**src/sbde_pkg.sv**
```systemverilog
// Shared types and constants of the subsampled brightness depth easing block.
// No dependencies; every other file imports this package.
package sbde_pkg;

	// Default parameter values.
	localparam int VERTEX_DEPTH_DEF    = 1024;
	localparam int DEPTH_FRAC_BITS_DEF = 4;

	// Fixed widths.
	localparam int POS_W      = 10; // column, row, sampled column and row
	localparam int PHASE_W    = 6;  // position modulo the step (step is at most 64)
	localparam int DIM_W      = 11; // frame width and height
	localparam int STEP_W     = 7;
	localparam int WT_W       = 9;
	localparam int CH_W       = 8;
	localparam int SUM_W      = 10; // red + green + blue
	localparam int PROD_W     = 21; // sampled row times columns per row plus column
	localparam int CFG_IDX_W  = 3;
	localparam int CFG_DATA_W = 11;

	// Register indexes of the configuration port.
	localparam logic [CFG_IDX_W-1:0] CFG_FRAME_WIDTH   = 3'd0;
	localparam logic [CFG_IDX_W-1:0] CFG_FRAME_HEIGHT  = 3'd1;
	localparam logic [CFG_IDX_W-1:0] CFG_SAMPLE_STEP   = 3'd2;
	localparam logic [CFG_IDX_W-1:0] CFG_NEW_WEIGHT    = 3'd3;
	localparam logic [CFG_IDX_W-1:0] CFG_MIRROR_ENABLE = 3'd4;

	// Register reset values.
	localparam logic [DIM_W-1:0]  FRAME_WIDTH_RST   = 11'd320;
	localparam logic [DIM_W-1:0]  FRAME_HEIGHT_RST  = 11'd240;
	localparam logic [STEP_W-1:0] SAMPLE_STEP_RST   = 7'd10;
	localparam logic [WT_W-1:0]   NEW_WEIGHT_RST    = 9'd102;
	localparam logic              MIRROR_ENABLE_RST = 1'b1;

	// Clamped configuration as the datapath sees it.
	typedef struct packed {
		logic [DIM_W-1:0]  width;   // 1 .. 1024
		logic [DIM_W-1:0]  height;  // 1 .. 1024
		logic [STEP_W-1:0] step;    // 1 .. 64
		logic [WT_W-1:0]   weight;  // 0 .. 256
		logic              mirror;
	} cfg_t;

	// One sampling decision handed from the position tracker to the easing pipe.
	typedef struct packed {
		logic             valid;
		logic [POS_W-1:0] srow;
		logic [POS_W-1:0] scol;
		logic [DIM_W-1:0] cpr;     // sampled columns per row
	} sample_t;

	// Status of the easing pipe toward the top level.
	typedef struct packed {
		logic advance;   // pipeline moves this cycle
		logic clearing;  // depth memory clearing pass is running
	} ease_stat_t;

endpackage

```
**src/sbde_div.sv**
```systemverilog
// Restoring divider, one quotient bit per cycle, for position recomputation.
// Depends on sbde_pkg.
module sbde_div
	import sbde_pkg::*;
(
	input  logic               clk,
	input  logic               arst_n,
	input  logic               start,
	input  logic [POS_W-1:0]   dividend,
	input  logic [STEP_W-1:0]  divisor,
	output logic               done,
	output logic [POS_W-1:0]   quot,
	output logic [STEP_W-1:0]  rem
);

	localparam int CNT_W = $clog2(POS_W);

	logic [STEP_W-1:0] rem_q;
	logic [POS_W-1:0]  quo_q;
	logic [STEP_W-1:0] div_q;
	logic [CNT_W-1:0]  cnt_q;
	logic              run_q;
	logic              done_q;

	logic [STEP_W:0] trial;
	logic [STEP_W:0] diff;
	logic            ge;

	// The partial remainder stays below the divisor, so one more bit fits.
	assign trial = {rem_q, quo_q[POS_W-1]};
	assign ge    = trial >= {1'b0, div_q};
	assign diff  = trial - {1'b0, div_q};

	always_ff @(posedge clk or negedge arst_n) begin
		if (!arst_n) begin
			run_q  <= 1'b0;
			done_q <= 1'b0;
			cnt_q  <= '0;
		end else begin
			done_q <= 1'b0;
			if (start) begin
				run_q <= 1'b1;
				cnt_q <= CNT_W'(POS_W - 1);
			end else if (run_q) begin
				if (cnt_q == '0) begin
					run_q  <= 1'b0;
					done_q <= 1'b1;
				end else begin
					cnt_q <= cnt_q - 1'b1;
				end
			end
		end
	end

	always_ff @(posedge clk) begin
		if (start) begin
			rem_q <= '0;
			quo_q <= dividend;
			div_q <= divisor;
		end else if (run_q) begin
			rem_q <= ge ? diff[STEP_W-1:0] : trial[STEP_W-1:0];
			quo_q <= {quo_q[POS_W-2:0], ge};
		end
	end

	assign done = done_q;
	assign quot = quo_q;
	assign rem  = rem_q;

endmodule

```
**src/sbde_pos.sv**
```systemverilog
// Raster position tracker: counters, sampling phases and the sampling decision.
// Depends on sbde_pkg and sbde_div.
module sbde_pos
	import sbde_pkg::*;
(
	input  logic    clk,
	input  logic    arst_n,
	input  cfg_t    cfg,
	input  logic    recalc,
	input  logic    accept,
	input  logic    frame_start,
	output logic    busy,
	output sample_t smp
);

	// Recompute sequence: last column position, current row, current column.
	typedef enum logic [6:0] {
		SEQ_IDLE   = 7'b0000001,
		SEQ_LOAD_W = 7'b0000010,
		SEQ_RUN_W  = 7'b0000100,
		SEQ_LOAD_R = 7'b0001000,
		SEQ_RUN_R  = 7'b0010000,
		SEQ_LOAD_C = 7'b0100000,
		SEQ_RUN_C  = 7'b1000000
	} seq_t;

	seq_t seq_q;

	logic [POS_W-1:0]   cc_q, rc_q, scol_q, srow_q, qmax_q;
	logic [PHASE_W-1:0] cph_q, rph_q, rmax_q;

	logic [POS_W-1:0]   cc_cur, rc_cur, scol_cur, srow_cur, scol_start;
	logic [PHASE_W-1:0] cph_cur, rph_cur, cph_start;
	logic [DIM_W-1:0]   w_m1;
	logic [POS_W-1:0]   col_now;
	logic [STEP_W-1:0]  s_m1;
	logic [STEP_W-1:0]  cph_inc, rph_inc;
	logic               last_col, last_row;

	logic               div_start, div_done;
	logic [POS_W-1:0]   div_dividend, div_quot;
	logic [STEP_W-1:0]  div_rem;

	sbde_div u_div (
		.clk      (clk),
		.arst_n   (arst_n),
		.start    (div_start),
		.dividend (div_dividend),
		.divisor  (cfg.step),
		.done     (div_done),
		.quot     (div_quot),
		.rem      (div_rem)
	);

	assign w_m1    = cfg.width - 1'b1;
	assign col_now = cfg.mirror ? (w_m1[POS_W-1:0] - cc_q) : cc_q;
	assign s_m1    = cfg.step - 1'b1;

	always_comb begin
		div_start    = 1'b0;
		div_dividend = w_m1[POS_W-1:0];
		case (seq_q)
			SEQ_LOAD_W: begin
				div_start    = 1'b1;
				div_dividend = w_m1[POS_W-1:0];
			end
			SEQ_LOAD_R: begin
				div_start    = 1'b1;
				div_dividend = rc_q;
			end
			SEQ_LOAD_C: begin
				div_start    = 1'b1;
				div_dividend = col_now;
			end
			default: begin
				div_start = 1'b0;
			end
		endcase
	end

	always_ff @(posedge clk or negedge arst_n) begin
		if (!arst_n) begin
			seq_q <= SEQ_LOAD_W;
		end else if (recalc) begin
			seq_q <= SEQ_LOAD_W;
		end else begin
			case (seq_q)
				SEQ_IDLE:   seq_q <= SEQ_IDLE;
				SEQ_LOAD_W: seq_q <= SEQ_RUN_W;
				SEQ_RUN_W:  if (div_done) seq_q <= SEQ_LOAD_R;
				SEQ_LOAD_R: seq_q <= SEQ_RUN_R;
				SEQ_RUN_R:  if (div_done) seq_q <= SEQ_LOAD_C;
				SEQ_LOAD_C: seq_q <= SEQ_RUN_C;
				SEQ_RUN_C:  if (div_done) seq_q <= SEQ_IDLE;
				default:    seq_q <= SEQ_LOAD_W;
			endcase
		end
	end

	assign busy = (seq_q != SEQ_IDLE);

	// A frame start puts this pixel at the origin before it is judged.
	assign cph_start  = cfg.mirror ? rmax_q : '0;
	assign scol_start = cfg.mirror ? qmax_q : '0;
	assign cc_cur     = frame_start ? '0 : cc_q;
	assign rc_cur     = frame_start ? '0 : rc_q;
	assign cph_cur    = frame_start ? cph_start : cph_q;
	assign scol_cur   = frame_start ? scol_start : scol_q;
	assign rph_cur    = frame_start ? '0 : rph_q;
	assign srow_cur   = frame_start ? '0 : srow_q;

	assign last_col = ({1'b0, cc_cur} + 1'b1) >= cfg.width;
	assign last_row = ({1'b0, rc_cur} + 1'b1) >= cfg.height;
	assign cph_inc  = {1'b0, cph_cur} + 1'b1;
	assign rph_inc  = {1'b0, rph_cur} + 1'b1;

	always_comb begin
		smp.valid = accept && ({1'b0, cc_cur} < cfg.width) && ({1'b0, rc_cur} < cfg.height)
			&& (cph_cur == '0) && (rph_cur == '0);
		smp.srow  = srow_cur;
		smp.scol  = scol_cur;
		smp.cpr   = {1'b0, qmax_q} + 1'b1;
	end

	always_ff @(posedge clk or negedge arst_n) begin
		if (!arst_n) begin
			cc_q   <= '0;
			rc_q   <= '0;
			cph_q  <= '0;
			rph_q  <= '0;
			scol_q <= '0;
			srow_q <= '0;
			qmax_q <= '0;
			rmax_q <= '0;
		end else if (busy) begin
			if (div_done && seq_q == SEQ_RUN_W) begin
				qmax_q <= div_quot;
				rmax_q <= div_rem[PHASE_W-1:0];
			end
			if (div_done && seq_q == SEQ_RUN_R) begin
				srow_q <= div_quot;
				rph_q  <= div_rem[PHASE_W-1:0];
			end
			if (div_done && seq_q == SEQ_RUN_C) begin
				scol_q <= div_quot;
				cph_q  <= div_rem[PHASE_W-1:0];
			end
		end else if (accept) begin
			if (last_col) begin
				cc_q   <= '0;
				cph_q  <= cph_start;
				scol_q <= scol_start;
				if (last_row) begin
					rc_q   <= '0;
					rph_q  <= '0;
					srow_q <= '0;
				end else begin
					rc_q <= rc_cur + 1'b1;
					if (rph_inc == cfg.step) begin
						rph_q  <= '0;
						srow_q <= srow_cur + 1'b1;
					end else begin
						rph_q  <= rph_inc[PHASE_W-1:0];
						srow_q <= srow_cur;
					end
				end
			end else begin
				cc_q   <= cc_cur + 1'b1;
				rc_q   <= rc_cur;
				rph_q  <= rph_cur;
				srow_q <= srow_cur;
				if (cfg.mirror) begin
					// Mirrored columns count down toward the left edge.
					if (cph_cur == '0) begin
						cph_q  <= s_m1[PHASE_W-1:0];
						scol_q <= scol_cur - 1'b1;
					end else begin
						cph_q  <= cph_cur - 1'b1;
						scol_q <= scol_cur;
					end
				end else begin
					if (cph_inc == cfg.step) begin
						cph_q  <= '0;
						scol_q <= scol_cur + 1'b1;
					end else begin
						cph_q  <= cph_inc[PHASE_W-1:0];
						scol_q <= scol_cur;
					end
				end
			end
		end
	end

endmodule

```
**config.mk**
```make
export PLATFORM = sky130hd
export DESIGN_NAME = sbde_pos
export DESIGN_NICKNAME = d
export VERILOG_FILES = /design/src/sbde_pkg.sv /design/src/sbde_div.sv /design/src/sbde_pos.sv
export SDC_FILE = /design/constraint.sdc
export NUM_CORES = 1
export LEC_CHECK = 0
export ABC_AREA = 1
export BUFFER_PORTS_ARGS = -buffer_cell sky130_fd_sc_hd__buf_4
export CAP_MARGIN = 30
export CORE_ASPECT_RATIO = 1.1
export CORE_MARGIN = 5
export CORE_UTILIZATION = 56
export DETAILED_ROUTE_END_ITERATION = 8
export HOLD_SLACK_MARGIN = 0.08
export PLACE_DENSITY = 0.78
export SLEW_MARGIN = 0
export SYNTH_ARGS = -nofsm -noshare
export SYNTH_HDL_FRONTEND = slang
export SYNTH_HIERARCHICAL = 1
export SYNTH_SLANG_ARGS = --single-unit
```
**constraint.sdc**
```tcl
create_clock -name clk -period 3.13 [get_ports clk]
set_input_delay 0.313 -clock clk [delete_from_list [all_inputs] [get_ports clk]]
set_output_delay 0.313 -clock clk [all_outputs]
set_load 0.1 [all_outputs]
```
After elaboration in Yosys (flattened, before gate mapping)

Index checks and enable logic that the tools add are counted.

Bitwise gates (word level): 1
$add $sub $neg: 16
Muxes and demuxes: 57
$lt $le $gt $ge: 5
Reductions and logical operators: 19
Equal/unequal tests: 16

Operators by type and width:

| kind                                                   | count |
|---|---|
| 2-to-1 mux 10 bit                                      | 24 |
| 2-to-1 mux 6 bit                                       | 16 |
| case mux 7 bit (7 select lines)                        | 1 |
| adder 10 x 1 -> 10 bit (second input constant)         | 4 |
| 2-to-1 mux 7 bit                                       | 5 |
| adder 10 x 1 -> 11 bit (second input constant)         | 3 |
| greater-or-equal comparator 11 bit                     | 2 |
| < comparator 10 x 11 -> 1 bit                          | 2 |
| case mux 10 bit (2 select lines)                       | 1 |
| subtractor 10 x 1 -> 10 bit (second input constant)    | 2 |
| adder 6 x 1 -> 7 bit (second input constant)           | 2 |
| equality test 7 bit                                    | 2 |
| zero test 6 bit                                        | 2 |
| 2-to-1 mux 4 bit                                       | 3 |
| subtractor 6 x 1 -> 6 bit (second input constant)      | 2 |
| AND reduction 2 bit                                    | 5 |
| subtractor 10 bit                                      | 1 |
| inequality test 3 x 2 -> 1 bit (second input constant) | 3 |
| greater-or-equal comparator 8 x 7 -> 1 bit             | 1 |
| equality test 7 x 1 -> 1 bit (second input constant)   | 1 |
| equality test 7 x 2 -> 1 bit (second input constant)   | 1 |
| equality test 7 x 3 -> 1 bit (second input constant)   | 1 |
| equality test 7 x 4 -> 1 bit (second input constant)   | 1 |
| equality test 7 x 5 -> 1 bit (second input constant)   | 1 |
| other kinds (14)                                       | 28 |

Word-level logic and storage cells: 129
Output and inout port bits: 33
Register bits: 105

Logic depth before layout (Yosys ltp)

Depth in word-level cells: 9
Depth in mapped cells: 27
Gate-level depth less buffers: 23

Hierarchy

Netlist, hierarchy kept.

Modules (own cells, without submodules):

| module   | cells an instance | seq. area each (µm²) | instances | area an instance (µm²) |
|---|---|---|---|---|
| sbde_pos | 1267              | 1878.1               | 1         | 8142.8 |
| sbde_div | 198               | 800.8                | 1         | 1647.8 |

Worst setup path after synthesis

OpenSTA, ideal clock, no wires.

Path kind: input -> output
Start: in frame_start
End: out smp[31] (netlist bit)
Required time: 2.817 ns
Data arrival time: 3.488 ns
Path buffers: 5
Stages: 17
Setup slack: -0.671 ns
Path through: buf_6 -> buf_6 -> buf_2 -> buf_2 -> buf_2 -> nor2_1 -> ha_1 -> nand2_1 -> o21ai_0 -> nand3_1 -> a21boi_0 -> o21a_1 -> o21ai_0 -> nand2_1 -> a21oi_1 -> nor2_1 -> nor2_1

RTL lines:

| element     | line           | RTL |
|---|---|---|
| from (decl) | sbde_pos.sv:11 | `input logic frame_start,` |
| to (decl)   | sbde_pos.sv:13 | `output sample_t smp` |

Worst setup path in the final report

Start: reg cc_q[0]
End: reg srow_q[2]

Word-level cells in the longest chain between the ends: 6

RTL lines:

| element                            | line            | RTL |
|---|---|---|
| from (decl)                        | sbde_pos.sv:29  | `logic [POS_W-1:0] cc_q, rc_q, scol_q, srow_q, qmax_q;` |
| from (signal assigned)             | sbde_pos.sv:168 | `cc_q <= cc_cur + 1'b1;` |
| 2-to-1 mux 10 bit                  | sbde_pos.sv:105 | `assign cc_cur = frame_start ? '0 : cc_q;` |
| adder 10 x 1 -> 11 bit             | sbde_pos.sv:112 | `assign last_col = ({1'b0, cc_cur} + 1'b1) >= cfg.width;` |
| greater-or-equal comparator 11 bit | sbde_pos.sv:112 |  |
| 2-to-1 mux 10 bit                  | sbde_pos.sv:149 | `if (last_col) begin` |
| 2-to-1 mux 10 bit                  | sbde_pos.sv:148 | `end else if (accept) begin` |
| 2-to-1 mux 10 bit                  | sbde_pos.sv:135 | `end else if (busy) begin` |
| to (signal assigned)               | sbde_pos.sv:141 | `srow_q <= div_quot;` |
| to (signal assigned)               | sbde_pos.sv:161 | `srow_q <= srow_cur + 1'b1;` |
| to (signal assigned)               | sbde_pos.sv:164 | `srow_q <= srow_cur;` |
| to (decl)                          | sbde_pos.sv:29  |  |

Every way passes these cells. The select of a mux whose other input is x is not followed.
A chain may end at the register's enable or synchronous reset.

==> summary.txt <==
Run status
  • Status: finished with violations
  • Failing checks: setup timing

Global routing
  • GRT Overall Usage: 0.2875
  • Initial antenna violation count: 0
  • Largest net degree at the start of global routing: 62
  • First-pass GRT wire length: 47220 um
  • Overflow left after global routing: 0
  • Vias in the first global route: 9767

Clock tree
  • Num CTS Buffers: 9
  • Root Buffer: clkbuf_16
  • Reg clk slew, reported paths: roughly 0.070 ns
  • CTS Sinks: 105
  • Worst-skew pair later-pin latency: 0.36 ns
  • CTS tree: done
  • Longest Clk Path Bufs: 2
  • H-Tree Depth: 3

Floorplanning
  • Core area: ~0.017 mm^2
  • Top Ports: 77
  • Total die area: 0.02023 mm^2
  • Initial core utilization: 0.5733
  • Die Ht: 148.7 um
  • Rows: 50
  • Die W: 136.1 um

Placement
  • Port bufs: 67
  • Gpl congestion: about 0.99
  • Dpl ws: -0.2693 ns
  • Final HPWL DP: around 22000 um

Timing
  • Final setup violating endpoints: 17
  • Setup Skew: 0.006144 ns
  • Worst slew margin relative to its limit: 0.3434
  • Final Slew Violations: 0
  • Min Tclk post-route: 3.233 ns
  • Worst-Margin Slew: around 0.98 ns
  • Fmax: 0.3093 GHz
  • RSZ-0062 raised after global routing: true
  • Tcrit/Tclk final: 1.033
  • Final hold vios: 0
  • Setup ws final: -0.1034 ns

Layout
  • Most common cell after layout, fill and taps aside: nand2_1
  • Fillers: roughly 1500
  • Final Net Count: 1715
  • Ratio of cells with drive above 1 in the final layout: 0.1903
  • Synthesis-to-finish area growth: 19.92%
  • Antenna diodes: 0
  • Most frequent cells in the layout: 347 x nand2_1, 190 x inv_1, 160 x nor2_1

Logic synthesis
  • Cell Area, Synth: 0.009791 mm^2
  • Area contributors post-synth: dfrtp_1 20%, nand2_1 14%, ha_1 9.1%
  • Synth area leader: dfrtp_1
  • Syn. warnings: 6
  • Average instance area after synthesis: about 6.7 um^2
  • Syn Inst Count: ~1500
  • Post-Syn Nets: 1582
  • Yosys top cell area share: 0.2045
  • Distinct cells, synth: 58
  • Top_reg_cell synth: dfrtp_1
  • #FFs+latches synth: about 110
  • Register area share after synthesis: 0.2736
  • Post-synth EDFFs: 17
  • Asr flop ratio synth: 0.7714

Setup path
  • CP Capture Type: register
  • Crit path kind: reg2reg
  • WP data arrival: approximately 3.5 ns
  • CP Data Required Time: ~3.4 ns
  • CP Launch Type: register
  • Worst-path fanout max: 6

Min path
  • Hold Crit Class: in2reg

Power
  • Pwr dens: ~470 mW/mm^2
  • Worst VDD drop: around 260 uV
  • Pleak: 0.005967 uW
  • Total power draw: 5528 uW

Routing
  • First-pass detailed-route iteration total: 6
  • Antenna violation net count after detailed routing: 0
  • Wire per inst: 15.83 um
  • DRC: 0
  • Vias: 10311
  • WL final: slightly below 30000 um
  • Initial DRC count: 875
  • Detailed-route vias per instance: around 5.6

Flow run
  • Max Cap Viol: 0
where the power goes:
part	switching (uW)	leakage, uW	total [uW]	internal [uW]
sequential	165	0.00124	1790	1630
combinational	1660	0.00457	2480	820
clock	546	0.000154	1260	710
total	2370	0.00597	5530	3160
stage by stage:
stage	cell area [um^2]	hold WS, ns	util	cells	TNS (ns)
4_1_cts	11450	0.1353	0.6702	1826	-0.006107
5_1_grt	11740	0.1418	0.6875	1837	-8.254
3_5_place_dp	11070	0.4513	0.6484	1806	-6.234
3_3_place_gp	11070	0.4541	0.6484	1806	-2.572
2_1_floorplan	9884	0.01741	-	1465	-7.354
6_report	11740	0.1423	0.6875	1837	-0.5023
critical path, stage by stage, from the launching register on:
cell and delay [ns]:
dfrtp_1 0.36, nand2_2 0.11, nor3_4 0.21, nand3_2 0.14
nor4_4 0.29, nand3_1 0.14, xor2_1 0.20, inv_2 0.08
ha_4 0.27, nand2_2 0.05, nor2_2 0.12, nand2_1 0.07
a21oi_2 0.10, nor2_1 0.06, nand2_2 0.15, clkinv_4 0.12
nor2_4 0.17, buf_6 0.15, nand3b_1 0.08, nand2_1 0.08
nand2_1 0.06, a22oi_1 0.14
synthesized netlist by cell type (all sizes together) (13+ instances only):
| master | number |
|---|---|
| xor2 | 42 |
| nand4 | 28 |
| a21oi | 90 |
| nor2 | 182 |
| ha | 71 |
| nor3 | 13 |
| o21ai | 96 |
| edfxtp | 17 |
| nand2 | 368 |
| a22oi | 17 |
| dfrtp | 80 |
| inv | 213 |
| buf | 24 |
| clkbuf | 20 |
| nand3 | 129 |
final timing paths:
kind,endpoint,slack (ns),cells past startpoint,start
worst max-delay path,srow_q[2],-0.10,21,cc_q[0]
worst min-delay path,seq_q[3],0.14,2,recalc
worst max register to register,srow_q[2],-0.10,21,cc_q[0]
worst min register to register,u_div/rem[6],0.47,2,u_div/rem[6]
max in group asynchronous,seq_q[1],1.77,3,arst_n
min in group asynchronous,srow_q[4],0.59,2,arst_n
registers in the layout, summed over array words and instances, names as in the netlist, 7 cells and up:
signal and cells:
rc_q 10, qmax_q 10, u_div/rem 7, srow_q 10, scol_q 10, cc_q 10, u_div/div_q 7, seq_q 7
u_div/quot 10
per-layer routing:
| layer | routed length [um] | GRT usage | vias up |
|---|---|---|---|
| li1 | - | - | 5045 |
| met1 | 11970 | 0.3692 | 4764 |
| met2 | 13720 | 0.4799 | 413 |
| met3 | 1879 | 0.03417 | 89 |
| met4 | 1492 | 0.1386 | 0 |
| met5 | 0 | 0 | - |
timing repair:
| item | CTS | global route |
|---|---|---|
| endpoints found under the setup margin | 15 | 62 |
| buffers inserted | 3 | 10 |
| pin swaps | 3 | 25 |
| hold buffers | 1 | 0 |
| gates cloned | 0 | 1 |
| resized for setup | 4 | 67 |
| hold endpoints to repair | 1 | 0 |
area by class of cell:
class / instances / area (um^2) / share of cell area
Tap cell: 234 / 292.8 / 0.02494
Multi-Input combinational cell: 1101 / 6269 / 0.5339
Clock buffer: 9 / 225.2 / 0.01918
Sequential cell: 105 / 2679 / 0.2282
Timing Repair Buffer: 166 / 1360 / 0.1158
Clock inverter: 7 / 103.9 / 0.008845
Inverter: 215 / 812.0 / 0.06916
cell families (layout without fill, tap and decap cells):
kind of cell	after synthesis	after routing	share of synthesized area
buffers and inverters	259	397	0.1088
adders and majority gates	73	73	0.09482
AOI/OAI and AO/OA	235	235	0.1392
DFF	105	105	0.2736
xor gates and xnor gates	51	51	0.04639
and+or+nand+nor	742	742	0.3373
Power figures use the tool's default switching activity.
